`src/rtl/core/mhic_pkg.sv`:
```
// Shared types and constants for the magnetometer hard-iron calibration block.
// Used by the lane, merge, top-level and checker files. No dependencies.
package mhic_pkg;

  localparam int unsigned MAX_AXES = 3;
  localparam int unsigned AXES_DEF = 3;

  localparam int unsigned SAMPLE_W = 16;
  localparam int unsigned TIME_W   = 32;

  localparam int unsigned IN_TDATA_W  = TIME_W + MAX_AXES * SAMPLE_W;
  localparam int unsigned OUT_TDATA_W = MAX_AXES * SAMPLE_W;
  localparam int unsigned OUT_TUSER_W = 3;

  localparam int unsigned CFG_IDX_W  = 8;
  localparam int unsigned CFG_DATA_W = 32;

  // Register indexes of the configuration port
  localparam logic [CFG_IDX_W-1:0] REG_OFFSET_X = 8'd0;
  localparam logic [CFG_IDX_W-1:0] REG_OFFSET_Y = 8'd1;
  localparam logic [CFG_IDX_W-1:0] REG_OFFSET_Z = 8'd2;
  localparam logic [CFG_IDX_W-1:0] REG_WINDOW   = 8'd3;

  // Reset values of the configuration registers
  localparam logic signed [SAMPLE_W-1:0] RST_OFFSET_X = 16'sd326;
  localparam logic signed [SAMPLE_W-1:0] RST_OFFSET_Y = 16'sd378;
  localparam logic signed [SAMPLE_W-1:0] RST_OFFSET_Z = -16'sd23;
  localparam logic [TIME_W-1:0]          RST_WINDOW   = 32'd30000000;

  // Item kinds carried in the input tuser
  localparam logic OP_SAMPLE = 1'b0;
  localparam logic OP_START  = 1'b1;

  // Bit positions in the output tuser
  localparam int unsigned TU_CALIBRATING = 0;
  localparam int unsigned TU_FINISHED    = 1;
  localparam int unsigned TU_HEALTHY     = 2;

  typedef enum logic [1:0] {
    SRC_CFG     = 2'd0,
    SRC_ZERO    = 2'd1,
    SRC_LEARNED = 2'd2
  } offset_src_e;

  // Per-beat control broadcast from the top level to every lane
  typedef struct packed {
    logic        load;   // item accepted this cycle
    logic        start;  // start item: reseed min/max
    logic        track;  // sample inside the window: update min/max
    logic        close;  // sample that closes the window: learn offset
    offset_src_e src;    // offset used for this beat's correction
  } lane_ctrl_t;

  typedef struct packed {
    logic calibrating;
    logic finished;
  } merge_status_t;

endpackage : mhic_pkg

```
`src/rtl/core/mhic_lane.sv`:
```
// One axis lane: offset correction, min/max tracking and learned offset.
// Depends on mhic_pkg for the lane control struct and widths.
module mhic_lane (
  input  logic                                  clk_i,
  input  logic                                  rst_ni,
  input  mhic_pkg::lane_ctrl_t                  ctrl_i,
  input  logic signed [mhic_pkg::SAMPLE_W-1:0]  sample_i,
  input  logic signed [mhic_pkg::SAMPLE_W-1:0]  cfg_off_i,
  output logic signed [mhic_pkg::SAMPLE_W-1:0]  field_o
);

  logic signed [mhic_pkg::SAMPLE_W-1:0] last_q, last_d;
  logic signed [mhic_pkg::SAMPLE_W-1:0] min_q, min_d;
  logic signed [mhic_pkg::SAMPLE_W-1:0] max_q, max_d;
  logic signed [mhic_pkg::SAMPLE_W-1:0] learned_q, learned_d;

  logic signed [mhic_pkg::SAMPLE_W-1:0] off_w;
  logic signed [mhic_pkg::SAMPLE_W-1:0] corr_w;
  logic signed [mhic_pkg::SAMPLE_W:0]   sum_w;
  logic signed [mhic_pkg::SAMPLE_W:0]   adj_w;

  always_comb begin
    case (ctrl_i.src)
      mhic_pkg::SRC_CFG:  off_w = cfg_off_i;
      mhic_pkg::SRC_ZERO: off_w = '0;
      default:            off_w = learned_q;
    endcase
  end

  // 16-bit wrapping subtract
  assign corr_w = sample_i - off_w;

  // Midpoint truncated toward zero: bias negative sums by one before the halving
  assign sum_w = {min_q[mhic_pkg::SAMPLE_W-1], min_q} + {max_q[mhic_pkg::SAMPLE_W-1], max_q};
  assign adj_w = sum_w + {{mhic_pkg::SAMPLE_W{1'b0}}, sum_w[mhic_pkg::SAMPLE_W]};

  always_comb begin
    last_d    = last_q;
    min_d     = min_q;
    max_d     = max_q;
    learned_d = learned_q;
    if (ctrl_i.load) begin
      if (ctrl_i.start) begin
        min_d = last_q;
        max_d = last_q;
      end else begin
        last_d = corr_w;
        if (ctrl_i.track) begin
          if (corr_w < min_q) min_d = corr_w;
          if (corr_w > max_q) max_d = corr_w;
        end
        if (ctrl_i.close) begin
          learned_d = adj_w[mhic_pkg::SAMPLE_W:1];
        end
      end
    end
  end

  always_ff @(posedge clk_i or negedge rst_ni) begin
    if (!rst_ni) begin
      last_q    <= '0;
      min_q     <= '0;
      max_q     <= '0;
      learned_q <= '0;
    end else begin
      last_q    <= last_d;
      min_q     <= min_d;
      max_q     <= max_d;
      learned_q <= learned_d;
    end
  end

  // Start beats report the held reading
  assign field_o = ctrl_i.start ? last_q : corr_w;

endmodule : mhic_lane

```
`src/rtl/core/mhic_merge.sv`:
```
// Merge stage: combines lane results, derives health and holds the output beat.
// Depends on mhic_pkg for widths and the status struct.
module mhic_merge #(
  parameter int unsigned AXES = mhic_pkg::AXES_DEF
) (
  input  logic                                  clk_i,
  input  logic                                  rst_ni,
  input  logic                                  load_i,
  input  logic [mhic_pkg::OUT_TDATA_W-1:0]      fields_i,
  input  mhic_pkg::merge_status_t               status_i,
  output logic                                  free_o,
  output logic                                  m_axis_tvalid,
  input  logic                                  m_axis_tready,
  output logic [mhic_pkg::OUT_TDATA_W-1:0]      m_axis_tdata,
  output logic [mhic_pkg::OUT_TUSER_W-1:0]      m_axis_tuser
);

  logic                                 valid_q, valid_d;
  logic [mhic_pkg::OUT_TDATA_W-1:0]     data_q;
  logic [mhic_pkg::OUT_TUSER_W-1:0]     user_q, user_d;
  logic                                 healthy_w;

  always_comb begin
    healthy_w = 1'b1;
    for (int a = 0; a < mhic_pkg::MAX_AXES; a++) begin
      if (a < AXES && fields_i[a*mhic_pkg::SAMPLE_W +: mhic_pkg::SAMPLE_W] == '0) begin
        healthy_w = 1'b0;
      end
    end
  end

  always_comb begin
    user_d = '0;
    user_d[mhic_pkg::TU_CALIBRATING] = status_i.calibrating;
    user_d[mhic_pkg::TU_FINISHED]    = status_i.finished;
    user_d[mhic_pkg::TU_HEALTHY]     = healthy_w;
  end

  // Register frees up when empty or when its beat leaves this cycle
  assign free_o  = !valid_q || m_axis_tready;
  assign valid_d = load_i ? 1'b1 : (valid_q && !m_axis_tready);

  always_ff @(posedge clk_i or negedge rst_ni) begin
    if (!rst_ni) begin
      valid_q <= 1'b0;
    end else begin
      valid_q <= valid_d;
    end
  end

  always_ff @(posedge clk_i) begin
    if (load_i) begin
      data_q <= fields_i;
      user_q <= user_d;
    end
  end

  assign m_axis_tvalid = valid_q;
  assign m_axis_tdata  = data_q;
  assign m_axis_tuser  = user_q;

endmodule : mhic_merge

```
`src/rtl/core/mag_hard_iron_calibration.sv`:
```
// Magnetometer hard-iron calibration, min/max method, one lane per axis.
// A result beat appears in the cycle after its input beat is accepted.
// Throughput: one beat per cycle unless stalled; each lane updates its state in the
// accept cycle and the merge register passes the result on while the next beat comes in.
// Reset: asynchronous, active low; clears all calibration state and loads the
// default offsets and window. No clearing pass is needed.
module mag_hard_iron_calibration #(
  parameter int unsigned AXES = mhic_pkg::AXES_DEF
) (
  input  logic                                 clk_i,
  input  logic                                 rst_ni,
  // slave side
  input  logic                                 s_axis_tvalid,
  output logic                                 s_axis_tready,
  // tdata: time_us[31:0], sample_x[47:32], sample_y[63:48], sample_z[79:64]
  input  logic [mhic_pkg::IN_TDATA_W-1:0]      s_axis_tdata,
  // tuser: op (0 sample, 1 start calibration)
  input  logic                                 s_axis_tuser,
  // master side
  output logic                                 m_axis_tvalid,
  input  logic                                 m_axis_tready,
  // tdata: field_x[15:0], field_y[31:16], field_z[47:32]
  output logic [mhic_pkg::OUT_TDATA_W-1:0]     m_axis_tdata,
  // tuser: calibrating[0], cal_finished[1], healthy[2]
  output logic [mhic_pkg::OUT_TUSER_W-1:0]     m_axis_tuser,
  // configuration writes
  input  logic                                 cfg_valid_i,
  output logic                                 cfg_ready_o,
  input  logic [mhic_pkg::CFG_IDX_W-1:0]       cfg_index_i,
  input  logic [mhic_pkg::CFG_DATA_W-1:0]      cfg_data_i
);

  logic signed [mhic_pkg::SAMPLE_W-1:0] cfg_off_q [mhic_pkg::MAX_AXES];
  logic [mhic_pkg::TIME_W-1:0]          window_q;
  logic [mhic_pkg::TIME_W-1:0]          start_time_q, start_time_d;
  logic                                 cal_active_q, cal_active_d;
  mhic_pkg::offset_src_e                src_q, src_d;

  logic                                 accept_w;
  logic                                 free_w;
  logic [mhic_pkg::TIME_W-1:0]          now_w;
  logic [mhic_pkg::TIME_W-1:0]          elapsed_w;
  logic                                 in_window_w;
  mhic_pkg::lane_ctrl_t                 ctrl_w;
  mhic_pkg::merge_status_t              status_w;
  logic [mhic_pkg::OUT_TDATA_W-1:0]     fields_w;

  assign cfg_ready_o   = 1'b1;
  assign s_axis_tready = free_w;
  assign accept_w      = s_axis_tvalid && free_w;

  always_ff @(posedge clk_i or negedge rst_ni) begin
    if (!rst_ni) begin
      cfg_off_q[0] <= mhic_pkg::RST_OFFSET_X;
      cfg_off_q[1] <= mhic_pkg::RST_OFFSET_Y;
      cfg_off_q[2] <= mhic_pkg::RST_OFFSET_Z;
      window_q     <= mhic_pkg::RST_WINDOW;
    end else if (cfg_valid_i) begin
      unique case (cfg_index_i)
        mhic_pkg::REG_OFFSET_X: cfg_off_q[0] <= cfg_data_i[mhic_pkg::SAMPLE_W-1:0];
        mhic_pkg::REG_OFFSET_Y: cfg_off_q[1] <= cfg_data_i[mhic_pkg::SAMPLE_W-1:0];
        mhic_pkg::REG_OFFSET_Z: cfg_off_q[2] <= cfg_data_i[mhic_pkg::SAMPLE_W-1:0];
        mhic_pkg::REG_WINDOW:   window_q     <= cfg_data_i[mhic_pkg::TIME_W-1:0];
        default: ;  // drop writes beyond the register list
      endcase
    end
  end

  // Elapsed time wraps modulo 2^32
  assign now_w       = s_axis_tdata[mhic_pkg::TIME_W-1:0];
  assign elapsed_w   = now_w - start_time_q;
  assign in_window_w = elapsed_w < window_q;

  always_comb begin
    ctrl_w.load  = accept_w;
    ctrl_w.start = (s_axis_tuser == mhic_pkg::OP_START);
    ctrl_w.track = (s_axis_tuser == mhic_pkg::OP_SAMPLE) && cal_active_q && in_window_w;
    ctrl_w.close = (s_axis_tuser == mhic_pkg::OP_SAMPLE) && cal_active_q && !in_window_w;
    ctrl_w.src   = src_q;
  end

  always_comb begin
    start_time_d = start_time_q;
    cal_active_d = cal_active_q;
    src_d        = src_q;
    if (ctrl_w.start) begin
      start_time_d = now_w;
      cal_active_d = 1'b1;
      src_d        = mhic_pkg::SRC_ZERO;
    end else if (ctrl_w.close) begin
      cal_active_d = 1'b0;
      src_d        = mhic_pkg::SRC_LEARNED;
    end
  end

  always_ff @(posedge clk_i or negedge rst_ni) begin
    if (!rst_ni) begin
      start_time_q <= '0;
      cal_active_q <= 1'b0;
      src_q        <= mhic_pkg::SRC_CFG;
    end else if (accept_w) begin
      start_time_q <= start_time_d;
      cal_active_q <= cal_active_d;
      src_q        <= src_d;
    end
  end

  for (genvar a = 0; a < mhic_pkg::MAX_AXES; a++) begin : g_lane
    if (a < AXES) begin : g_on
      mhic_lane u_lane (
        .clk_i     (clk_i),
        .rst_ni    (rst_ni),
        .ctrl_i    (ctrl_w),
        .sample_i  (s_axis_tdata[mhic_pkg::TIME_W + a*mhic_pkg::SAMPLE_W +: mhic_pkg::SAMPLE_W]),
        .cfg_off_i (cfg_off_q[a]),
        .field_o   (fields_w[a*mhic_pkg::SAMPLE_W +: mhic_pkg::SAMPLE_W])
      );
    end else begin : g_off
      assign fields_w[a*mhic_pkg::SAMPLE_W +: mhic_pkg::SAMPLE_W] = '0;
    end
  end

  assign status_w.calibrating = cal_active_d;
  assign status_w.finished    = ctrl_w.close;

  mhic_merge #(
    .AXES (AXES)
  ) u_merge (
    .clk_i         (clk_i),
    .rst_ni        (rst_ni),
    .load_i        (accept_w),
    .fields_i      (fields_w),
    .status_i      (status_w),
    .free_o        (free_w),
    .m_axis_tvalid (m_axis_tvalid),
    .m_axis_tready (m_axis_tready),
    .m_axis_tdata  (m_axis_tdata),
    .m_axis_tuser  (m_axis_tuser)
  );

endmodule : mag_hard_iron_calibration

```
`config.mk`:
```
export PLATFORM = sky130hd
export DESIGN_NAME = mag_hard_iron_calibration
export DESIGN_NICKNAME = d
export VERILOG_FILES = /design/src/rtl/core/mhic_pkg.sv /design/src/rtl/core/mhic_lane.sv /design/src/rtl/core/mhic_merge.sv /design/src/rtl/core/mag_hard_iron_calibration.sv
export SDC_FILE = /design/constraint.sdc
export NUM_CORES = 1
export LEC_CHECK = 0
export BUFFER_PORTS_ARGS = -buffer_cell sky130_fd_sc_hd__buf_2
export CAP_MARGIN = 40
export CORE_ASPECT_RATIO = 0.9
export CORE_MARGIN = 5
export CORE_UTILIZATION = 56
export DETAILED_ROUTE_END_ITERATION = 8
export PLACE_DENSITY = 0.85
export SYNTH_ARGS = -nofsm -noshare
export SYNTH_HDL_FRONTEND = slang
export SYNTH_SLANG_ARGS = --single-unit
export TNS_END_PERCENT = 30
```
`constraint.sdc`:
```
create_clock -name clk_i -period 5.2 [get_ports clk_i]
set_input_delay 0.78 -clock clk_i [delete_from_list [all_inputs] [get_ports clk_i]]
set_output_delay 0.78 -clock clk_i [all_outputs]
set_load 0.02 [all_outputs]
```
==> reports/metrics.cfg, run 1 <==
[power_and_ir_drop]
power_report.internal_total_mw = 10.8
worst_voltage_drop_across_the_vdd_grid_v = 0.000312
p_sw_share_pct = 43.5
power.combinational.fraction_pct = 60.6
p_switching_mw = 8.35
cellPowerDensity_mw_per_mm2 = 668
seqPwrFrac_pct = 23.3
power.static_leakage_nw = 13.6
clock_network_fraction_of_total_power_pct = 16.1

[floorplanning]
fp.dieW_um = 227
ios = 180
die_footprint_mm2 = 0.0467
rows = 71
core_area_mm2 = 0.0419
initial_core_util_pct = 56.7
fp.dieH_um = 205

[layout]
fillCellCount = 2970
layout-drive-gt1-share_pct = 28.9
final_common_cell = sky130_fd_sc_hd__dfrtp_1
most_used_cells_in_the_layout_excluding_fill_and_tap_cells = sky130_fd_sc_hd__dfrtp_1, sky130_fd_sc_hd__nand2_1, sky130_fd_sc_hd__ha_1, sky130_fd_sc_hd__mux2_2, sky130_fd_sc_hd__inv_1
stdcell_area_mm2 = 0.0287
final_nets = 3069
flow.area_growth_from_synthesis_pct = 20.7

[synthesis]
asyncSetResetFlopFracSynth_pct = 85.8
netlist.area_leader.share_pct = 28.9
yosys_most_used_dff = sky130_fd_sc_hd__dfrtp_1
syn_nets = 2739
avgSynthCellArea_um2 = 10.1
mappedNetlistArea_mm2 = 0.0238
synth.ff_latch_count = 359
synth.yosys.seq_area_share_pct = 39.0
synth-edff-count = 51
area_contributors_post_synth = sky130_fd_sc_hd__dfrtp_1, sky130_fd_sc_hd__ha_1, sky130_fd_sc_hd__mux2_2, sky130_fd_sc_hd__edfxtp_1, sky130_fd_sc_hd__nand2_1
post_synth_inst_count = 2355
synth.largest_area_cell = sky130_fd_sc_hd__dfrtp_1
yosys_warnings = 0
yosys.cell_types.count = 78

[placed_design]
gp_congestion = 0.923
post-dp-hpwl_um = 48100
postPlaceCellArea_mm2 = 0.0265
port_bufs = 178

[clock_network]
cts_hold_buffers = 0
cts.htree.levels = 2
cts.sink_count = 359
root_buffer = sky130_fd_sc_hd__clkbuf_16
clk_latency_ns = 0.57
tritoncts = built
tritoncts.num_buffers = 41
ctsLongestPathBuffers = 3
path_clk_slew_ns = 0.06

[routing]
drc = 0
routed_via_density = 6.00
drt_wl_total_um = 67200
post_drt_wl_per_cell_um = 20.6
firstDrtPassIters = 6
num_vias = 19623
detailedRoute.firstIterationViolations = 1533
detail-route-antenna-nets = 0

[timing]
period_share_pct = 103
report.final.hold_viol_count = 0
report.final.slew_viol_count = 0
timing.clock.skew_ns = 0.0226
fmax_mhz = 188
final.setup.worst_slack_ns = -0.130
timing.hold.ws_ns = 0.246
timing.final.crit_period_ns = 5.33
report.final.setup_viol = 72
timing_worst_slew_pin_value_ns = 1.03
relative_slew_margins_pct = 31.7
rsz0062_at_grt = true

[setup_path]
setup.worst_path.end_class = register
reg_to_reg_endpoint = g_lane[2].g_on.u_lane.max_q[3]$_DFFE_PN0P_
reg2reg_from = start_time_q[4]$_DFFE_PN0P_
worstSetupPathType = in -> reg
worst-r2r-cell-count = 23
cpLargestDelayFamily = compound AO/OA/AOI/OAI gates
worst-r2r-setup-slack_ns = -0.12
arrival_time_of_the_worst_setup_path_ns = 5.77
max_stage_delay_ns = 0.45
setup.worst_path.start_class = primary input
critical_path_peak_fanout = 8
critical_path.n_buffers_inverters = 6
critical-path-slowest-cell = sky130_fd_sc_hd__o41ai_4
crit_required_ns = 5.64

[grt]
grt_max_degree = 122
grt_use_total_pct = 27.8
grt_first_pass_wirelength_um = 105000
global_route.overflow_total = 0
grt_antenna_before_repair = 7
first_global_vias = 20376

[min_path]
timing.hold.worst.class = in -> async

[job]
drv_cap = 0

[status]
run_status = complete, but fails checks
failed_checks = setup timing

==> worst max path at each step <==
| stage | from | end | slack (ns) | depth (start not counted) |
|---|---|---|---|---|
| 2_1_floorplan | s_axis_tdata[0] | g_lane[2].g_on.u_lane.max_q[12]$_DFFE_PN0P_ | -0.23 | 23 |
| 6_report | s_axis_tdata[0] | g_lane[2].g_on.u_lane.max_q[3]$_DFFE_PN0P_ | -0.13 | 26 |
| 3_5_place_dp | s_axis_tdata[0] | g_lane[1].g_on.u_lane.max_q[2]$_DFFE_PN0P_ | -0.85 | 25 |
| 5_1_grt | src_q[1]$_DFFE_PN0P_ | g_lane[2].g_on.u_lane.max_q[13]$_DFFE_PN0P_ | -0.36 | 22 |
| 3_3_place_gp | s_axis_tdata[0] | g_lane[1].g_on.u_lane.max_q[14]$_DFFE_PN0P_ | -0.71 | 25 |
| 4_1_cts | start_time_q[0]$_DFFE_PN0P_ | g_lane[1].g_on.u_lane.max_q[14]$_DFFE_PN0P_ | -0.04 | 27 |
==> power by group through the flow <==
stage | Combinational, mW | Clock, mW | Sequential, mW
after floorplan | 7.70 | 0 | 4.38
after global placement | 10.1 | 0 | 4.42
after detailed placement | 10.7 | 0 | 4.47
after CTS | 11.1 | 3.12 | 4.45
after global routing | 12.7 | 3.24 | 4.57
final | 11.6 | 3.09 | 4.47
==> cell usage after synthesis, types with 30 or more instances <==
| library cell | instances |
|---|---|
| sky130_fd_sc_hd__nand2_1 | 261 |
| sky130_fd_sc_hd__ha_1 | 251 |
| sky130_fd_sc_hd__clkbuf_1 | 37 |
| sky130_fd_sc_hd__xor2_1 | 59 |
| sky130_fd_sc_hd__xnor2_1 | 85 |
| sky130_fd_sc_hd__a22oi_1 | 43 |
| sky130_fd_sc_hd__o21ai_0 | 86 |
| sky130_fd_sc_hd__dfrtp_1 | 275 |
| sky130_fd_sc_hd__inv_1 | 199 |
| sky130_fd_sc_hd__nand3_1 | 38 |
| sky130_fd_sc_hd__dfstp_2 | 33 |
| sky130_fd_sc_hd__a21oi_1 | 100 |
| sky130_fd_sc_hd__nor2_1 | 88 |
| sky130_fd_sc_hd__nor3_1 | 30 |
| sky130_fd_sc_hd__edfxtp_1 | 51 |
| sky130_fd_sc_hd__mux2_2 | 242 |
| sky130_fd_sc_hd__a21o_1 | 63 |
==> state kept, by name, summed over array words and instances, names as in the netlist <==
| name | count |
|---|---|
| g_lane.g_on.u_lane.max_q | 48 |
| g_lane.g_on.u_lane.learned_q | 48 |
| cfg_off_q | 48 |
| g_lane.g_on.u_lane.last_q | 48 |
| u_merge.m_axis_tvalid | 1 |
| cal_active_q | 1 |
| u_merge.m_axis_tdata | 48 |
| window_q | 32 |
| src_q | 2 |
| g_lane.g_on.u_lane.min_q | 48 |
| start_time_q | 32 |
| u_merge.m_axis_tuser | 3 |
==> worst register-to-register path, stage by stage (launching register included) <==
cell                        delay [ns]
sky130_fd_sc_hd__dfrtp_1          0.34
sky130_fd_sc_hd__inv_1            0.05
sky130_fd_sc_hd__ha_1             0.28
sky130_fd_sc_hd__a21o_1           0.16
sky130_fd_sc_hd__a21oi_1          0.36
sky130_fd_sc_hd__a211o_1          0.25
sky130_fd_sc_hd__a31o_4           0.21
sky130_fd_sc_hd__nor4_4           0.06
sky130_fd_sc_hd__o31ai_2          0.29
sky130_fd_sc_hd__a21oi_2          0.12
sky130_fd_sc_hd__o41ai_4          0.45
sky130_fd_sc_hd__nand3_2          0.19
sky130_fd_sc_hd__o311ai_4         0.13
sky130_fd_sc_hd__ha_4             0.25
sky130_fd_sc_hd__a211o_1          0.33
sky130_fd_sc_hd__a2111oi_2        0.22
sky130_fd_sc_hd__o31ai_1          0.14
sky130_fd_sc_hd__o21ai_2          0.25
sky130_fd_sc_hd__nand3_2          0.12
sky130_fd_sc_hd__buf_8            0.17
sky130_fd_sc_hd__o41ai_4          0.19
sky130_fd_sc_hd__buf_4            0.19
sky130_fd_sc_hd__clkbuf_16        0.17
sky130_fd_sc_hd__mux2_4           0.30
==> cell families after synthesis <==
logic type	Yosys count	share of synthesized area [%]
simple gates	591	11.7
mux	258	12.2
buf+inv	258	4.15
fa+ha+maj	258	13.8
compound gates	486	13.8
xor+xnor	144	5.30
other cells	1	0.0158
flops	359	39.0
==> repair_timing <==
action                                  4_1_cts  5_1_grt
resized for setup                            47       66
pin swaps                                    25       10
buffers inserted                             25        4
endpoints found under the setup margin      147      147
gates cloned                                  4        1
==> stage by stage <==
stage          instances  setup slack [ns]  util (%)  TNS [ns]  power, mW
6_report            3270            -0.130      68.4     -4.10       19.2
5_1_grt             3270            -0.356      68.4    -28.63       20.5
4_1_cts             3262           -0.0443      67.9    -0.806       18.7
3_5_place_dp        3157            -0.848      63.2   -109.03       15.1
3_3_place_gp        3156            -0.707      63.2    -85.69       14.5
2_1_floorplan       2355            -0.225         -    -10.74       12.1
==> layer usage <==
metal  GRT usage, %  vias up  part of all wire, %
met5              0        -                0.031
met4           10.8        4                  4.1
met3           4.82      200                  6.3
met2           46.9      720                   49
met1           35.9     9600                   41
li1               -     9099                    -
==> layout make-up <==
| cell class | count | area (um2) | area share (%) |
|---|---|---|---|
| multi-input combinational | 1738 | 14100 | 49.1 |
| sequential | 359 | 9280 | 32.3 |
| timing repair buffer | 345 | 2400 | 8.36 |
| clock buffer | 63 | 1280 | 4.48 |
| inverter | 200 | 766 | 2.67 |
| tap | 547 | 684 | 2.39 |
| clock inverter | 13 | 168 | 0.584 |
| antenna | 5 | 12.5 | 0.0436 |
(Power assumes the default switching activity.)
==> run 2, diff against run 1 <==
--- a/config.mk
+++ b/config.mk
@@ -12,6 +12,7 @@
 export CORE_UTILIZATION = 56
 export DETAILED_ROUTE_END_ITERATION = 8
 export PLACE_DENSITY = 0.85
+export REMOVE_ABC_BUFFERS = 1
 export SYNTH_ARGS = -nofsm -noshare
 export SYNTH_HDL_FRONTEND = slang
 export SYNTH_SLANG_ARGS = --single-unit
==> reports/metrics.cfg, run 2 (same netlist as run 1, synthesis figures left out) <==
[setup_path]
critical_path_peak_fanout = 8  ; unchanged
arrival_time_of_the_worst_setup_path_ns = 5.86  ; +0.09 ns
setup.worst_path.end_class = register
crit_required_ns = 5.65  ; about the same
worstSetupPathType = reg -> reg
setup.worst_path.start_class = register

[job]
drv_cap = 0  ; unchanged

[placed_design]
post-dp-hpwl_um = 48500  ; +0.79%
gp_congestion = 0.934  ; +1.2%
port_bufs = 178  ; unchanged

[timing]
timing.clock.skew_ns = 0.0333  ; +0.0108 ns
timing_worst_slew_pin_value_ns = 0.917  ; -0.108 ns
rsz0062_at_grt = true
period_share_pct = 104  ; +1.5 points
report.final.hold_viol_count = 0  ; unchanged
final.setup.tns_ns = -19.53  ; -15.43 ns
final.setup.worst_slack_ns = -0.209  ; -0.0790 ns
relative_slew_margins_pct = 38.9  ; +7.2 points
timing.hold.ws_ns = 0.325  ; +0.0795 ns
fmax_mhz = 185  ; -1.5%
report.final.setup_viol = 147  ; +100%
report.final.slew_viol_count = 0  ; unchanged
timing.final.crit_period_ns = 5.41  ; +0.0790 ns

[grt]
groute.layer.met3.usage_pct = 4.88  ; +0.057 points
grt_antenna_before_repair = 4  ; -3
grt_first_pass_wirelength_um = 105000  ; +0.59%
first_global_vias = 20460  ; +0.41%
global_route_track_usage_on_met2_pct = 46.0  ; -0.85 points
gr-max-usage-layer = met2
grt_use_total_pct = 27.7  ; -0.11 points
use_met1_pct = 36.6  ; +0.68 points
global_route.overflow_total = 0  ; unchanged
grt_max_degree = 113  ; -7.4%

[floorplanning]
initial_core_util_pct = 56.7  ; unchanged
ios = 180  ; unchanged
fp.dieH_um = 205  ; unchanged
fp.dieW_um = 227  ; unchanged
rows = 71  ; unchanged
die_footprint_mm2 = 0.0467  ; unchanged
core_area_mm2 = 0.0419  ; unchanged

[routing]
post_drt_wl_per_cell_um = 20.2  ; -1.5%
firstDrtPassIters = 6  ; unchanged
detailedRoute.firstIterationViolations = 1455  ; -5.1%
detail-route-antenna-nets = 0  ; unchanged
num_vias = 19923  ; +1.5%
drt_wl_total_um = 67200  ; about the same
routed_via_density = 6.00  ; about the same
drc = 0  ; unchanged

[status]
run_status = complete, but fails checks
failed_checks = setup timing

[power_and_ir_drop]
cellPowerDensity_mw_per_mm2 = 667  ; -0.23%
power.static_leakage_nw = 13.8  ; +2.0%
worst_voltage_drop_across_the_vdd_grid_v = 0.000354  ; +13%

[layout]
most_used_cells_in_the_layout_excluding_fill_and_tap_cells = sky130_fd_sc_hd__dfrtp_1, sky130_fd_sc_hd__nand2_1, sky130_fd_sc_hd__ha_1, sky130_fd_sc_hd__buf_4, sky130_fd_sc_hd__inv_1
final_nets = 3125  ; +1.8%
final_common_cell = sky130_fd_sc_hd__dfrtp_1
flow.area_growth_from_synthesis_pct = 21.6
layout-drive-gt1-share_pct = 29.9  ; +1.0 points
fillCellCount = 2953  ; -0.57%

[clock_network]
cts.sink_count = 359  ; unchanged
ctsLongestPathBuffers = 3  ; unchanged
root_buffer = sky130_fd_sc_hd__clkbuf_16
path_clk_slew_ns = 0.06  ; about the same
clk_latency_ns = 0.57  ; about the same
cts.htree.levels = 2  ; unchanged
tritoncts.num_buffers = 40  ; -2.4%
tritoncts = built

[min_path]
timing.hold.worst.class = in -> async

## run 2: cell count changes in the layout (fill, tap and decap cells not counted), moves of 6 or more
cell	before	now
sky130_fd_sc_hd__clkinv_2	1	10
sky130_fd_sc_hd__o21ai_1	34	28
sky130_fd_sc_hd__mux2_4	50	59
sky130_fd_sc_hd__buf_4	145	204
sky130_fd_sc_hd__o21ai_0	60	68
sky130_fd_sc_hd__mux2_2	204	195
## run 2: path summary, 6_finish.rpt
kind | from | end | depth (start not counted) | slack [ns]
setup / recovery | start_time_q[1]$_DFFE_PN0P_ | g_lane[2].g_on.u_lane.max_q[3]$_DFFE_PN0P_ | 25 | -0.21
hold / removal | rst_ni | g_lane[0].g_on.u_lane.min_q[4]$_DFFE_PN0P_ | 1 | 0.33
setup reg to reg | start_time_q[1]$_DFFE_PN0P_ | g_lane[2].g_on.u_lane.max_q[3]$_DFFE_PN0P_ | 25 | -0.21
hold reg to reg | g_lane[2].g_on.u_lane.last_q[8]$_DFFE_PN0P_ | g_lane[2].g_on.u_lane.last_q[8]$_DFFE_PN0P_ | 2 | 0.47
max in group asynchronous | rst_ni | window_q[27]$_DFFE_PN0P_ | 2 | 3.62
min in group clk_i | s_axis_tvalid | u_merge.m_axis_tvalid$_DFF_PN0_ | 2 | 0.43
## run 2: final cells by class
type                            count  area [um2]  area share [%]
Timing Repair Buffer              402        2830            9.78
Multi-Input combinational cell   1738       14000            48.4
Antenna cell                        1        2.50         0.00865
Clock buffer                       53        1170            4.06
Sequential cell                   359        9280            32.1
Inverter                          200         753            2.61
Clock inverter                     21         201           0.697
Tap cell                          547         684            2.37
## run 2: per-layer routing
layer	share of wire, %	routed length (um)	vias up
met4	3.7	2460	6
met3	6.7	4480	174
met1	42	28400	9834
li1	-	-	9224
met5	0.039	26	-
met2	47	31900	685
## run 2: power by group
part	switching, mW	total (mW)	internal (mW)
clock	1.23	2.98	1.75
sequential	0.654	4.47	3.82
combinational	6.46	11.8	5.37
total	8.34	19.3	10.9
## run 2: worst max-delay path, stage by stage, from the launching register on
cell and delay, ns:
sky130_fd_sc_hd__dfrtp_1 0.39, sky130_fd_sc_hd__inv_2 0.06, sky130_fd_sc_hd__ha_1 0.21, sky130_fd_sc_hd__nor2b_1 0.16
sky130_fd_sc_hd__o31a_1 0.31, sky130_fd_sc_hd__o211ai_1 0.24, sky130_fd_sc_hd__a21oi_2 0.11, sky130_fd_sc_hd__o21bai_2 0.23
sky130_fd_sc_hd__a211oi_2 0.11, sky130_fd_sc_hd__a41o_1 0.27, sky130_fd_sc_hd__a221oi_2 0.27, sky130_fd_sc_hd__buf_4 0.16
sky130_fd_sc_hd__a21oi_2 0.06, sky130_fd_sc_hd__xor2_1 0.16, sky130_fd_sc_hd__ha_1 0.30, sky130_fd_sc_hd__a21o_1 0.17
sky130_fd_sc_hd__a211o_1 0.29, sky130_fd_sc_hd__a2111oi_2 0.21, sky130_fd_sc_hd__o31ai_1 0.15, sky130_fd_sc_hd__o21ai_2 0.21
sky130_fd_sc_hd__nand3_1 0.11, sky130_fd_sc_hd__buf_6 0.20, sky130_fd_sc_hd__o41ai_4 0.27, sky130_fd_sc_hd__buf_4 0.20
sky130_fd_sc_hd__buf_12 0.16, sky130_fd_sc_hd__mux2_4 0.31
## run 2: what timing repair did
item,in CTS,in global routing
cloned,3,2
gates resized for setup,77,60
hold buffers,0,0
buffers inserted,11,6
pin swaps,25,13
setup endpoints to repair,148,148
## run 2: metrics by stage
stage               instances  setup WS [ns]  util, %  total power, mW  cell area (um2)
detailed placement       3223          -1.14     63.9             15.4            26800
global route             3321         -0.458     69.0             20.6            28900
CTS                      3311         -0.162     68.3             18.9            28600
floorplan                2297          -1.84        -             11.9            23500
global placement         3221         -0.957     63.8             14.8            26800
finish                   3321         -0.209     69.0             19.3            28900
